--- src/rtl/core/scpc_pkg.sv ---
// Shared types, constants and tables of the sidechain peak compressor.
package scpc_pkg;

  localparam int SAMPLE_W = 24;
  localparam int ENV_W = 24;
  localparam int MAX_CHANNELS_DEF = 32;

  localparam int MUL_A_W = 48;
  localparam int MUL_B_W = 32;
  localparam int MUL_P_W = 80;
  localparam int MUL_LEN_W = 6;

  localparam logic [15:0] DB_FLOOR_Q8 = 16'd46080;
  localparam logic [18:0] DB_PER_LOG2_Q16 = 19'd394566;
  localparam logic [21:0] LOG2_PER_DB_Q24 = 22'd2786635;

  localparam logic [16:0] LOG2_TAB [17] = '{
    17'd0, 17'd5732, 17'd11136, 17'd16248, 17'd21098, 17'd25711, 17'd30109,
    17'd34312, 17'd38336, 17'd42196, 17'd45904, 17'd49472, 17'd52911,
    17'd56229, 17'd59434, 17'd62534, 17'd65536
  };

  localparam logic [16:0] EXP2_TAB [17] = '{
    17'd65536, 17'd62758, 17'd60097, 17'd57549, 17'd55109, 17'd52773,
    17'd50535, 17'd48393, 17'd46341, 17'd44376, 17'd42495, 17'd40693,
    17'd38968, 17'd37316, 17'd35734, 17'd34219, 17'd32768
  };

  typedef enum logic [2:0] {
    REG_ATTACK    = 3'd0,
    REG_RELEASE   = 3'd1,
    REG_THRESHOLD = 3'd2,
    REG_SLOPE     = 3'd3,
    REG_MAKEUP    = 3'd4,
    REG_CHANNELS  = 3'd5,
    REG_SIDECHAIN = 3'd6
  } cfg_reg_e;

  typedef struct packed {
    logic [4:0]          channel;
    logic signed [23:0]  main_sample;
    logic signed [23:0]  sidechain_sample;
    logic                block_end;
  } item_t;

  typedef struct packed {
    logic signed [23:0]  comp_sample;
    logic [15:0]         gr_db;
    logic                block_end_out;
  } result_t;

  typedef struct packed {
    logic                 start;
    logic [MUL_A_W-1:0]   mcand;
    logic [MUL_B_W-1:0]   mplier;
    logic [MUL_LEN_W-1:0] len;
  } mul_req_t;

  typedef struct packed {
    logic               done;
    logic [MUL_P_W-1:0] prod;
  } mul_rsp_t;

endpackage

--- src/rtl/core/sidechain_peak_compressor.sv ---
// Per-channel hard-knee peak compressor with optional sidechain control.
// One transaction is handled at a time. For an in-range item nine products go through
// one bit-serial multiplier at one multiplier bit per cycle, and the envelope
// normalisation shifts one bit per cycle. The next item can be taken as soon as the
// result is presented. A zero envelope skips the log stage and its two products. An
// item whose channel is out of range goes straight to the output stage. A finished
// result waits in an output register while the next transaction is accepted; a result
// that finds that register still full waits for it.
// Envelopes read as zero after reset with no clearing pass.
module sidechain_peak_compressor
  import scpc_pkg::*;
#(
  parameter int MAX_CHANNELS = MAX_CHANNELS_DEF
) (
  input  logic        clk,
  input  logic        rst,
  input  logic        item_valid,
  output logic        item_ready,
  input  item_t       item,
  output logic        result_valid,
  input  logic        result_ready,
  output result_t     result,
  input  logic        cfg_we,
  input  logic [2:0]  cfg_index,
  input  logic [23:0] cfg_data
);

  localparam int CH_AW = (MAX_CHANNELS > 1) ? $clog2(MAX_CHANNELS) : 1;

  typedef enum logic [3:0] {
    S_IDLE, S_READ, S_M1, S_M2, S_NORM, S_M3, S_M4, S_CMP,
    S_M5, S_M6, S_M7, S_M8, S_M9, S_EMIT
  } state_t;

  state_t state;

  logic [23:0]        attack_coeff;
  logic [23:0]        release_coeff;
  logic signed [15:0] threshold_db;
  logic [15:0]        comp_slope;
  logic [15:0]        makeup_gain;
  logic [5:0]         channel_count;
  logic               use_sidechain;

  always_ff @(posedge clk) begin
    if (rst) begin
      attack_coeff  <= 24'd16707456;
      release_coeff <= 24'd16773721;
      threshold_db  <= -16'sd6144;
      comp_slope    <= 16'd49152;
      makeup_gain   <= 16'd4096;
      channel_count <= 6'd2;
      use_sidechain <= 1'b0;
    end else if (cfg_we) begin
      case (cfg_index)
        REG_ATTACK:    attack_coeff  <= cfg_data;
        REG_RELEASE:   release_coeff <= cfg_data;
        REG_THRESHOLD: threshold_db  <= $signed(cfg_data[15:0]);
        REG_SLOPE:     comp_slope    <= cfg_data[15:0];
        REG_MAKEUP:    makeup_gain   <= cfg_data[15:0];
        REG_CHANNELS:  channel_count <= cfg_data[5:0];
        REG_SIDECHAIN: use_sidechain <= cfg_data[0];
        default: ;
      endcase
    end
  end

  mul_req_t mul_req;
  mul_rsp_t mul_rsp;

  scpc_serial_mul u_mul (
    .clk (clk),
    .rst (rst),
    .req (mul_req),
    .rsp (mul_rsp)
  );

  logic             env_rd_en;
  logic [ENV_W-1:0] env_rd;
  logic             env_wr_en;
  logic [ENV_W-1:0] env_new;
  item_t            cur;

  scpc_env_store #(
    .DEPTH (MAX_CHANNELS),
    .AW    (CH_AW)
  ) u_env (
    .clk     (clk),
    .rst     (rst),
    .rd_en   (env_rd_en),
    .rd_addr (CH_AW'(item.channel)),
    .rd_data (env_rd),
    .wr_en   (env_wr_en),
    .wr_addr (CH_AW'(cur.channel)),
    .wr_data (env_new)
  );

  logic [23:0]        coef_a;
  logic [24:0]        coef_b;
  logic [47:0]        p1;
  logic [23:0]        norm;
  logic [4:0]         lz;
  logic [3:0]         log_idx;
  logic signed [16:0] env_db;
  logic [15:0]        gr;
  logic [5:0]         exp_n;
  logic [3:0]         exp_idx;
  result_t            pend;

  logic               accept;
  logic               in_range;
  logic [23:0]        ctl;
  logic [23:0]        x_mag;
  logic [23:0]        main_mag;
  logic [48:0]        env_sum;
  logic [12:0]        log_d;
  logic [16:0]        frac;
  logic [21:0]        neg;
  logic [20:0]        neg_c;
  logic [40:0]        db_sum;
  logic [16:0]        dbn;
  logic [15:0]        dbn_c;
  logic [17:0]        ovr;
  logic [16:0]        over;
  logic [33:0]        gr_sum;
  logic [37:0]        t_sum;
  logic [21:0]        t_val;
  logic [11:0]        exp_d;
  logic [16:0]        g_val;
  logic [16:0]        gain;
  logic [57:0]        q_sum;
  logic [29:0]        q;
  logic [23:0]        sat;

  always_comb begin
    accept    = item_valid && item_ready;
    in_range  = ({1'b0, item.channel} < channel_count) && (32'(item.channel) < MAX_CHANNELS);
    env_rd_en = accept;
    ctl       = use_sidechain ? cur.sidechain_sample : cur.main_sample;
    x_mag     = ctl[23] ? (~ctl + 24'd1) : ctl;
    main_mag  = cur.main_sample[23] ? (~cur.main_sample + 24'd1) : cur.main_sample;
    coef_a    = (x_mag > env_rd) ? attack_coeff : release_coeff;
    env_sum   = {1'b0, p1} + mul_rsp.prod[48:0] + 49'h800000;
    env_new   = env_sum[47:24];
    env_wr_en = (state == S_M2) && mul_rsp.done;
    log_d     = 13'(LOG2_TAB[{1'b0, norm[22:19]} + 5'd1] - LOG2_TAB[norm[22:19]]);
    frac      = LOG2_TAB[log_idx] + 17'(mul_rsp.prod[39:27]);
    neg       = {1'b0, lz, 16'b0} - {5'b0, frac};
    neg_c     = neg[21] ? 21'd0 : neg[20:0];
    db_sum    = mul_rsp.prod[40:0] + 41'h800000;
    dbn       = db_sum[40:24];
    dbn_c     = (dbn > {1'b0, DB_FLOOR_Q8}) ? DB_FLOOR_Q8 : dbn[15:0];
    ovr       = {env_db[16], env_db} - {{2{threshold_db[15]}}, threshold_db};
    over      = (env_db > 17'(threshold_db)) ? ovr[16:0] : 17'd0;
    gr_sum    = {1'b0, mul_rsp.prod[32:0]} + 34'h8000;
    t_sum     = mul_rsp.prod[37:0] + 38'h8000;
    t_val     = t_sum[37:16];
    exp_d     = 12'(EXP2_TAB[t_val[15:12]] - EXP2_TAB[{1'b0, t_val[15:12]} + 5'd1]);
    g_val     = EXP2_TAB[exp_idx] - 17'(mul_rsp.prod[23:12]);
    gain      = (exp_n > 6'd16) ? 17'd0 : (g_val >> exp_n);
    q_sum     = mul_rsp.prod[57:0] + 58'h8000000;
    q         = q_sum[57:28];
    if (cur.main_sample[23]) begin
      sat = (q > 30'h800000) ? 24'h800000 : (~q[23:0] + 24'd1);
    end else begin
      sat = (q > 30'h7FFFFF) ? 24'h7FFFFF : q[23:0];
    end
  end

  assign item_ready = (state == S_IDLE);

  always_ff @(posedge clk) begin
    if (rst) begin
      state         <= S_IDLE;
      result_valid  <= 1'b0;
      mul_req.start <= 1'b0;
    end else begin
      mul_req.start <= 1'b0;
      if ((state == S_EMIT) && (!result_valid || result_ready)) begin
        result_valid <= 1'b1;
      end else if (result_valid && result_ready) begin
        result_valid <= 1'b0;
      end
      case (state)
        S_IDLE: begin
          if (accept) begin
            cur <= item;
            pend.comp_sample   <= item.main_sample;
            pend.gr_db         <= '0;
            pend.block_end_out <= item.block_end;
            state <= in_range ? S_READ : S_EMIT;
          end
        end
        S_READ: begin
          coef_b        <= 25'h1000000 - {1'b0, coef_a};
          mul_req.start <= 1'b1;
          mul_req.mcand <= MUL_A_W'(env_rd);
          mul_req.mplier <= {coef_a, 8'b0};
          mul_req.len   <= MUL_LEN_W'(24);
          state         <= S_M1;
        end
        S_M1: begin
          if (mul_rsp.done) begin
            p1            <= mul_rsp.prod[47:0];
            mul_req.start <= 1'b1;
            mul_req.mcand <= MUL_A_W'(x_mag);
            mul_req.mplier <= {coef_b, 7'b0};
            mul_req.len   <= MUL_LEN_W'(25);
            state         <= S_M2;
          end
        end
        S_M2: begin
          if (mul_rsp.done) begin
            norm <= env_new;
            lz   <= '0;
            if (env_new == '0) begin
              env_db <= -17'sd46080;
              state  <= S_CMP;
            end else begin
              state <= S_NORM;
            end
          end
        end
        S_NORM: begin
          if (norm[23]) begin
            log_idx       <= norm[22:19];
            mul_req.start <= 1'b1;
            mul_req.mcand <= MUL_A_W'({norm[18:0], 8'b0});
            mul_req.mplier <= {log_d, 19'b0};
            mul_req.len   <= MUL_LEN_W'(13);
            state         <= S_M3;
          end else begin
            norm <= {norm[22:0], 1'b0};
            lz   <= lz + 5'd1;
          end
        end
        S_M3: begin
          if (mul_rsp.done) begin
            mul_req.start <= 1'b1;
            mul_req.mcand <= MUL_A_W'(neg_c);
            mul_req.mplier <= {DB_PER_LOG2_Q16, 13'b0};
            mul_req.len   <= MUL_LEN_W'(19);
            state         <= S_M4;
          end
        end
        S_M4: begin
          if (mul_rsp.done) begin
            env_db <= 17'sd0 - $signed({1'b0, dbn_c});
            state  <= S_CMP;
          end
        end
        S_CMP: begin
          mul_req.start <= 1'b1;
          mul_req.mcand <= MUL_A_W'(over);
          mul_req.mplier <= {comp_slope, 16'b0};
          mul_req.len   <= MUL_LEN_W'(16);
          state         <= S_M5;
        end
        S_M5: begin
          if (mul_rsp.done) begin
            gr            <= gr_sum[31:16];
            mul_req.start <= 1'b1;
            mul_req.mcand <= MUL_A_W'(LOG2_PER_DB_Q24);
            mul_req.mplier <= {gr_sum[31:16], 16'b0};
            mul_req.len   <= MUL_LEN_W'(16);
            state         <= S_M6;
          end
        end
        S_M6: begin
          if (mul_rsp.done) begin
            exp_n         <= t_val[21:16];
            exp_idx       <= t_val[15:12];
            mul_req.start <= 1'b1;
            mul_req.mcand <= MUL_A_W'(t_val[11:0]);
            mul_req.mplier <= {exp_d, 20'b0};
            mul_req.len   <= MUL_LEN_W'(12);
            state         <= S_M7;
          end
        end
        S_M7: begin
          if (mul_rsp.done) begin
            mul_req.start <= 1'b1;
            mul_req.mcand <= MUL_A_W'(main_mag);
            mul_req.mplier <= {gain, 15'b0};
            mul_req.len   <= MUL_LEN_W'(17);
            state         <= S_M8;
          end
        end
        S_M8: begin
          if (mul_rsp.done) begin
            mul_req.start <= 1'b1;
            mul_req.mcand <= mul_rsp.prod[47:0];
            mul_req.mplier <= {makeup_gain, 16'b0};
            mul_req.len   <= MUL_LEN_W'(16);
            state         <= S_M9;
          end
        end
        S_M9: begin
          if (mul_rsp.done) begin
            pend.comp_sample <= sat;
            pend.gr_db       <= gr;
            state            <= S_EMIT;
          end
        end
        S_EMIT: begin
          if (!result_valid || result_ready) begin
            result <= pend;
            state  <= S_IDLE;
          end
        end
        default: state <= S_IDLE;
      endcase
    end
  end

  a_one_at_a_time: assert property (@(posedge clk) disable iff (rst)
    accept |=> !item_ready)
    else $error("transaction accepted while another is in flight");

  a_gr_bound: assert property (@(posedge clk) disable iff (rst)
    result_valid |-> (result.gr_db <= 16'd32768))
    else $error("gain reduction out of range");

  a_mul_handover: assert property (@(posedge clk) disable iff (rst)
    mul_rsp.done |-> !mul_req.start)
    else $error("multiplier restarted while finishing");

endmodule

--- src/rtl/core/scpc_serial_mul.sv ---
// Bit-serial shift-and-add multiplier, one multiplier bit per cycle, MSB first.
module scpc_serial_mul
  import scpc_pkg::*;
(
  input  logic     clk,
  input  logic     rst,
  input  mul_req_t req,
  output mul_rsp_t rsp
);

  logic [MUL_A_W-1:0]   mc;
  logic [MUL_B_W-1:0]   mq;
  logic [MUL_LEN_W-1:0] cnt;
  logic [MUL_P_W-1:0]   acc;
  logic                 busy;
  logic                 done;

  always_ff @(posedge clk) begin
    if (rst) begin
      busy <= 1'b0;
      done <= 1'b0;
    end else begin
      done <= 1'b0;
      if (req.start) begin
        acc  <= '0;
        mc   <= req.mcand;
        mq   <= req.mplier;
        cnt  <= req.len;
        busy <= 1'b1;
      end else if (busy) begin
        acc <= {acc[MUL_P_W-2:0], 1'b0} + (mq[MUL_B_W-1] ? MUL_P_W'(mc) : '0);
        mq  <= {mq[MUL_B_W-2:0], 1'b0};
        cnt <= cnt - MUL_LEN_W'(1);
        if (cnt == MUL_LEN_W'(1)) begin
          busy <= 1'b0;
          done <= 1'b1;
        end
      end
    end
  end

  assign rsp.done = done;
  assign rsp.prod = acc;

endmodule

--- src/rtl/core/scpc_env_store.sv ---
// Per-channel envelope memory with reset-cleared valid bits.
module scpc_env_store
  import scpc_pkg::*;
#(
  parameter int DEPTH = MAX_CHANNELS_DEF,
  parameter int AW = (DEPTH > 1) ? $clog2(DEPTH) : 1
) (
  input  logic             clk,
  input  logic             rst,
  input  logic             rd_en,
  input  logic [AW-1:0]    rd_addr,
  output logic [ENV_W-1:0] rd_data,
  input  logic             wr_en,
  input  logic [AW-1:0]    wr_addr,
  input  logic [ENV_W-1:0] wr_data
);

  logic [ENV_W-1:0] mem [DEPTH];
  logic [DEPTH-1:0] valid;
  logic [ENV_W-1:0] mem_q;
  logic             vld_q;

  always_ff @(posedge clk) begin
    if (wr_en) begin
      mem[wr_addr] <= wr_data;
    end
    if (rd_en) begin
      mem_q <= mem[rd_addr];
    end
  end

  always_ff @(posedge clk) begin
    if (rst) begin
      valid <= '0;
      vld_q <= 1'b0;
    end else begin
      if (wr_en) begin
        valid[wr_addr] <= 1'b1;
      end
      if (rd_en) begin
        vld_q <= valid[rd_addr];
      end
    end
  end

  assign rd_data = vld_q ? mem_q : '0;

endmodule

--- config.mk ---
export PLATFORM = sky130hd
export DESIGN_NAME = sidechain_peak_compressor
export DESIGN_NICKNAME = d
export VERILOG_FILES = /design/src/rtl/core/scpc_pkg.sv /design/src/rtl/core/sidechain_peak_compressor.sv /design/src/rtl/core/scpc_serial_mul.sv /design/src/rtl/core/scpc_env_store.sv
export SDC_FILE = /design/constraint.sdc
export NUM_CORES = 2
export LEC_CHECK = 0
export BUFFER_PORTS_ARGS = -buffer_cell sky130_fd_sc_hd__clkbuf_2
export CAP_MARGIN = 0
export CORE_MARGIN = 3
export CORE_UTILIZATION = 35
export CTS_CLUSTER_SIZE = 10
export DETAILED_ROUTE_END_ITERATION = 12
export HOLD_SLACK_MARGIN = 0.02
export SLEW_MARGIN = 40
export SYNTH_ARGS = -nofsm -noshare
export SYNTH_HDL_FRONTEND = slang
export SYNTH_SLANG_ARGS = --single-unit
--- constraint.sdc ---
create_clock -name clk -period 7.1 [get_ports clk]
set_input_delay 0 -clock clk [delete_from_list [all_inputs] [get_ports clk]]
set_output_delay 0 -clock clk [all_outputs]
set_load 0.005 [all_outputs]
==> metrics <==
Worst-Skew Late Latency=0.85 ns; Logic pwr share=31.1%; Int Pwr=0.0185 W; Synth cell types=111; outcome=finished, final reports clean; number of nets in the layout=6,395; fmax=0.153 GHz; Main synth FF type=edfxtp_1; CP max stage cell=dfxtp_2; post-DR wirelength/cell=26.5 µm; CTS tree=built; met2 WL=105 mm; Buffers on Ports=128; CTS buffer count=169; wl on met1=101 mm; RSZ-0062 raised after global routing=no; via count=50,600; synthesized area per cell=12.7 µm²; half-perimeter wire length after detailed placement=160 mm; DRT antenna net count=0; ranking of synthesized cells by area=edfxtp_1, mux4_2, ha_1; Cell Pwr Density=338 nW/µm²; Synth async-reset ratio=0%; Crit path largest cell delay=0.56 ns; fin crit share=92.2%; DR top layer=met5; Pre-antenna DRT Iters=7; register area share after synthesis=57.2%; row count=166; hold endpoint=makeup_gain[6]; synthesized instance count=5,709; met3 wire length=18.8 mm; vias per cell=5.75; Clock Skews=0.0739 ns; DP Worst Slack=0.470 ns; total die area=213,000 µm²; clk root buf=clkbuf_16; Starting Density=35.4%; most instantiated cells after synthesis=edfxtp_1, nand2_1, nor2_1; #FFs+latches synth=1,435; Die Width=462 µm; Mapped Nets=6,077; Syn. warnings=0; Worst Hold Depth=4; VDD IR max=279 µV; EDFF count, synth=1,291; GPL Wtd Cong=0.979; HP Start=cfg_data[6]; critical path capture point type=register; reg2reg path depth=25; Post CTS Setup Buffer Count=0; critical path class=register to register; P&R area growth vs syn=15.7%; 1st-iter DRT viols=5,860; final setup TNS=0 ns; reg2reg start=use_sidechain; max_cap viols=0; R2R Setup Slk=0.55 ns; Die Y=462 µm; Post-Syn Area=72,800 µm²; Sw Ratio=34.8%; layout cells sized above 1=16.3%; Final Critical Period=6.55 ns; global-route wire length before repair=338 mm; clk slew on worst S/H paths=0.06 ns; CP arrival=7.12 ns; initial antenna violation count=8; Synth area leader=edfxtp_1; Core Footprint=206,000 µm²; Worst Setup Start Kind=register; Final setup viols=0; Sequential Power Share=40.6%; most frequent CP cell=nor2_1; I/O pin cnt=129; Routed WL=233 mm; pin count of the biggest net entering global routing=99; Worst Tran Pin Value=0.972 ns; clock sinks=1,435; most numerous cell in the Yosys netlist=edfxtp_1; P_leak=29.1 nW; Tot GR Track Use=21.5%; vias in the first global route=48,700; H-tree Lvls=4; Final Max Slew Viols=0; total grt overflow=0; final hold viol count=0; Hold Crit Class=input port to register; worst endpoint required time=7.67 ns; CP max FO=37; r2r endpoint=coef_b[18]; post-synth top area share=53.3%; Fin Hold WS=0.0881 ns; Max clock buf depth=3; Psw=0.00992 W; drc violations=0; final setup margin=0.550 ns; Clock Power Share=28.3%; slew margin rel.=34.7%
-- flip-flops by register name, indices dropped and copies added (netlist names), 25 cells and up --
register,cells
result,41
u_env.valid,32
u_mul.acc,58
cur,53
p1,48
u_mul.mc,48
u_mul.mq,25
coef_b,25
u_env.mem,768
mul_req,79
pend,41
-- logic make-up after synthesis --
group / Yosys count / synth area share, %
simple gates: 1719 / 11.6
mux: 394 / 10.0
flops: 1435 / 57.2
compound gates: 1138 / 10.3
fa+ha+maj: 282 / 4.91
xor+xnor: 289 / 3.50
buf+inv: 452 / 2.43
-- final cells by class --
cell class / count / area (µm²)
Antenna cell: 7 / 17.5
Clock buffer: 225 / 4520
Clock inverter: 32 / 578
Fill cell: 19000 / 121000
Inverter: 161 / 604
Multi-Input combinational cell: 3822 / 30000
Sequential cell: 1435 / 41700
Tap cell: 2688 / 3360
Timing Repair Buffer: 438 / 3520
-- critical path: cells and delay by family, from the launching register on --
kind	cells	cell delay [ns]
simple gates	12	2.55
fa+ha+maj	2	0.55
flops	1	0.56
mux	1	0.28
xor+xnor	2	0.41
buf+inv	1	0.43
compound gates	7	1.52
-- per-layer routing --
layer  up-vias  GRT usage (%)
met5         -              0
met4         2           7.04
met3       386           3.83
met2      2190           33.2
met1     25600           30.5
li1      22500              -
-- what timing repair did --
action                                  4_1_cts  5_1_grt
endpoints found under the setup margin        0        1
gates resized for setup                       0        1
hold buffers                                148        0
endpoints found under the hold margin       256        0
-- through the flow --
step           utilization [%]  instance area, µm²  cells  power, W
2_1_floorplan                -               72800   5709    0.0171
3_3_place_gp              37.6               77300   8384    0.0202
3_5_place_dp              37.7               77600   8394    0.0203
4_1_cts                   40.9               84200   8799    0.0285
5_1_grt                   41.0               84200   8801    0.0297
6_report                  41.0               84200   8808    0.0285
-- cell usage in the layout (no fill, tap or decap), types with 119 or more instances in the layout --
cell type,n
ha_1,276
mux4_2,262
edfxtp_1,1291
dlygate4sd3_1,148
buf_4,147
nand2_1,549
nor2_1,377
and2_1,119
clkbuf_16,171
inv_1,155
o21ai_0,223
xnor2_1,159
clkbuf_2,123
dfxtp_1,141
a21oi_1,361
-- power by group through the flow --
| stage | sequential [W] | clock [W] | combinational (W) |
|---|---|---|---|
| after floorplan | 0.0115 | 0 | 0.00552 |
| after global placement | 0.0117 | 0 | 0.00845 |
| after detailed placement | 0.0117 | 0 | 0.00862 |
| after CTS | 0.0116 | 0.00821 | 0.00874 |
| after global routing | 0.0116 | 0.00855 | 0.00958 |
| final | 0.0116 | 0.00805 | 0.00885 |
-- worst max-delay path by stage --
stage	start	end	slack [ns]
4_1_cts	u_mul.acc[23]	mul_req[36]	0.43
3_3_place_gp	u_mul.acc[23]	mul_req[36]	0.48
6_report	use_sidechain	coef_b[18]	0.55
5_1_grt	use_sidechain	coef_b[20]	0.04
2_1_floorplan	use_sidechain	coef_b[20]	0.01
3_5_place_dp	u_mul.acc[23]	mul_req[36]	0.47
Note: power is estimated with default switching activity, not from simulation.
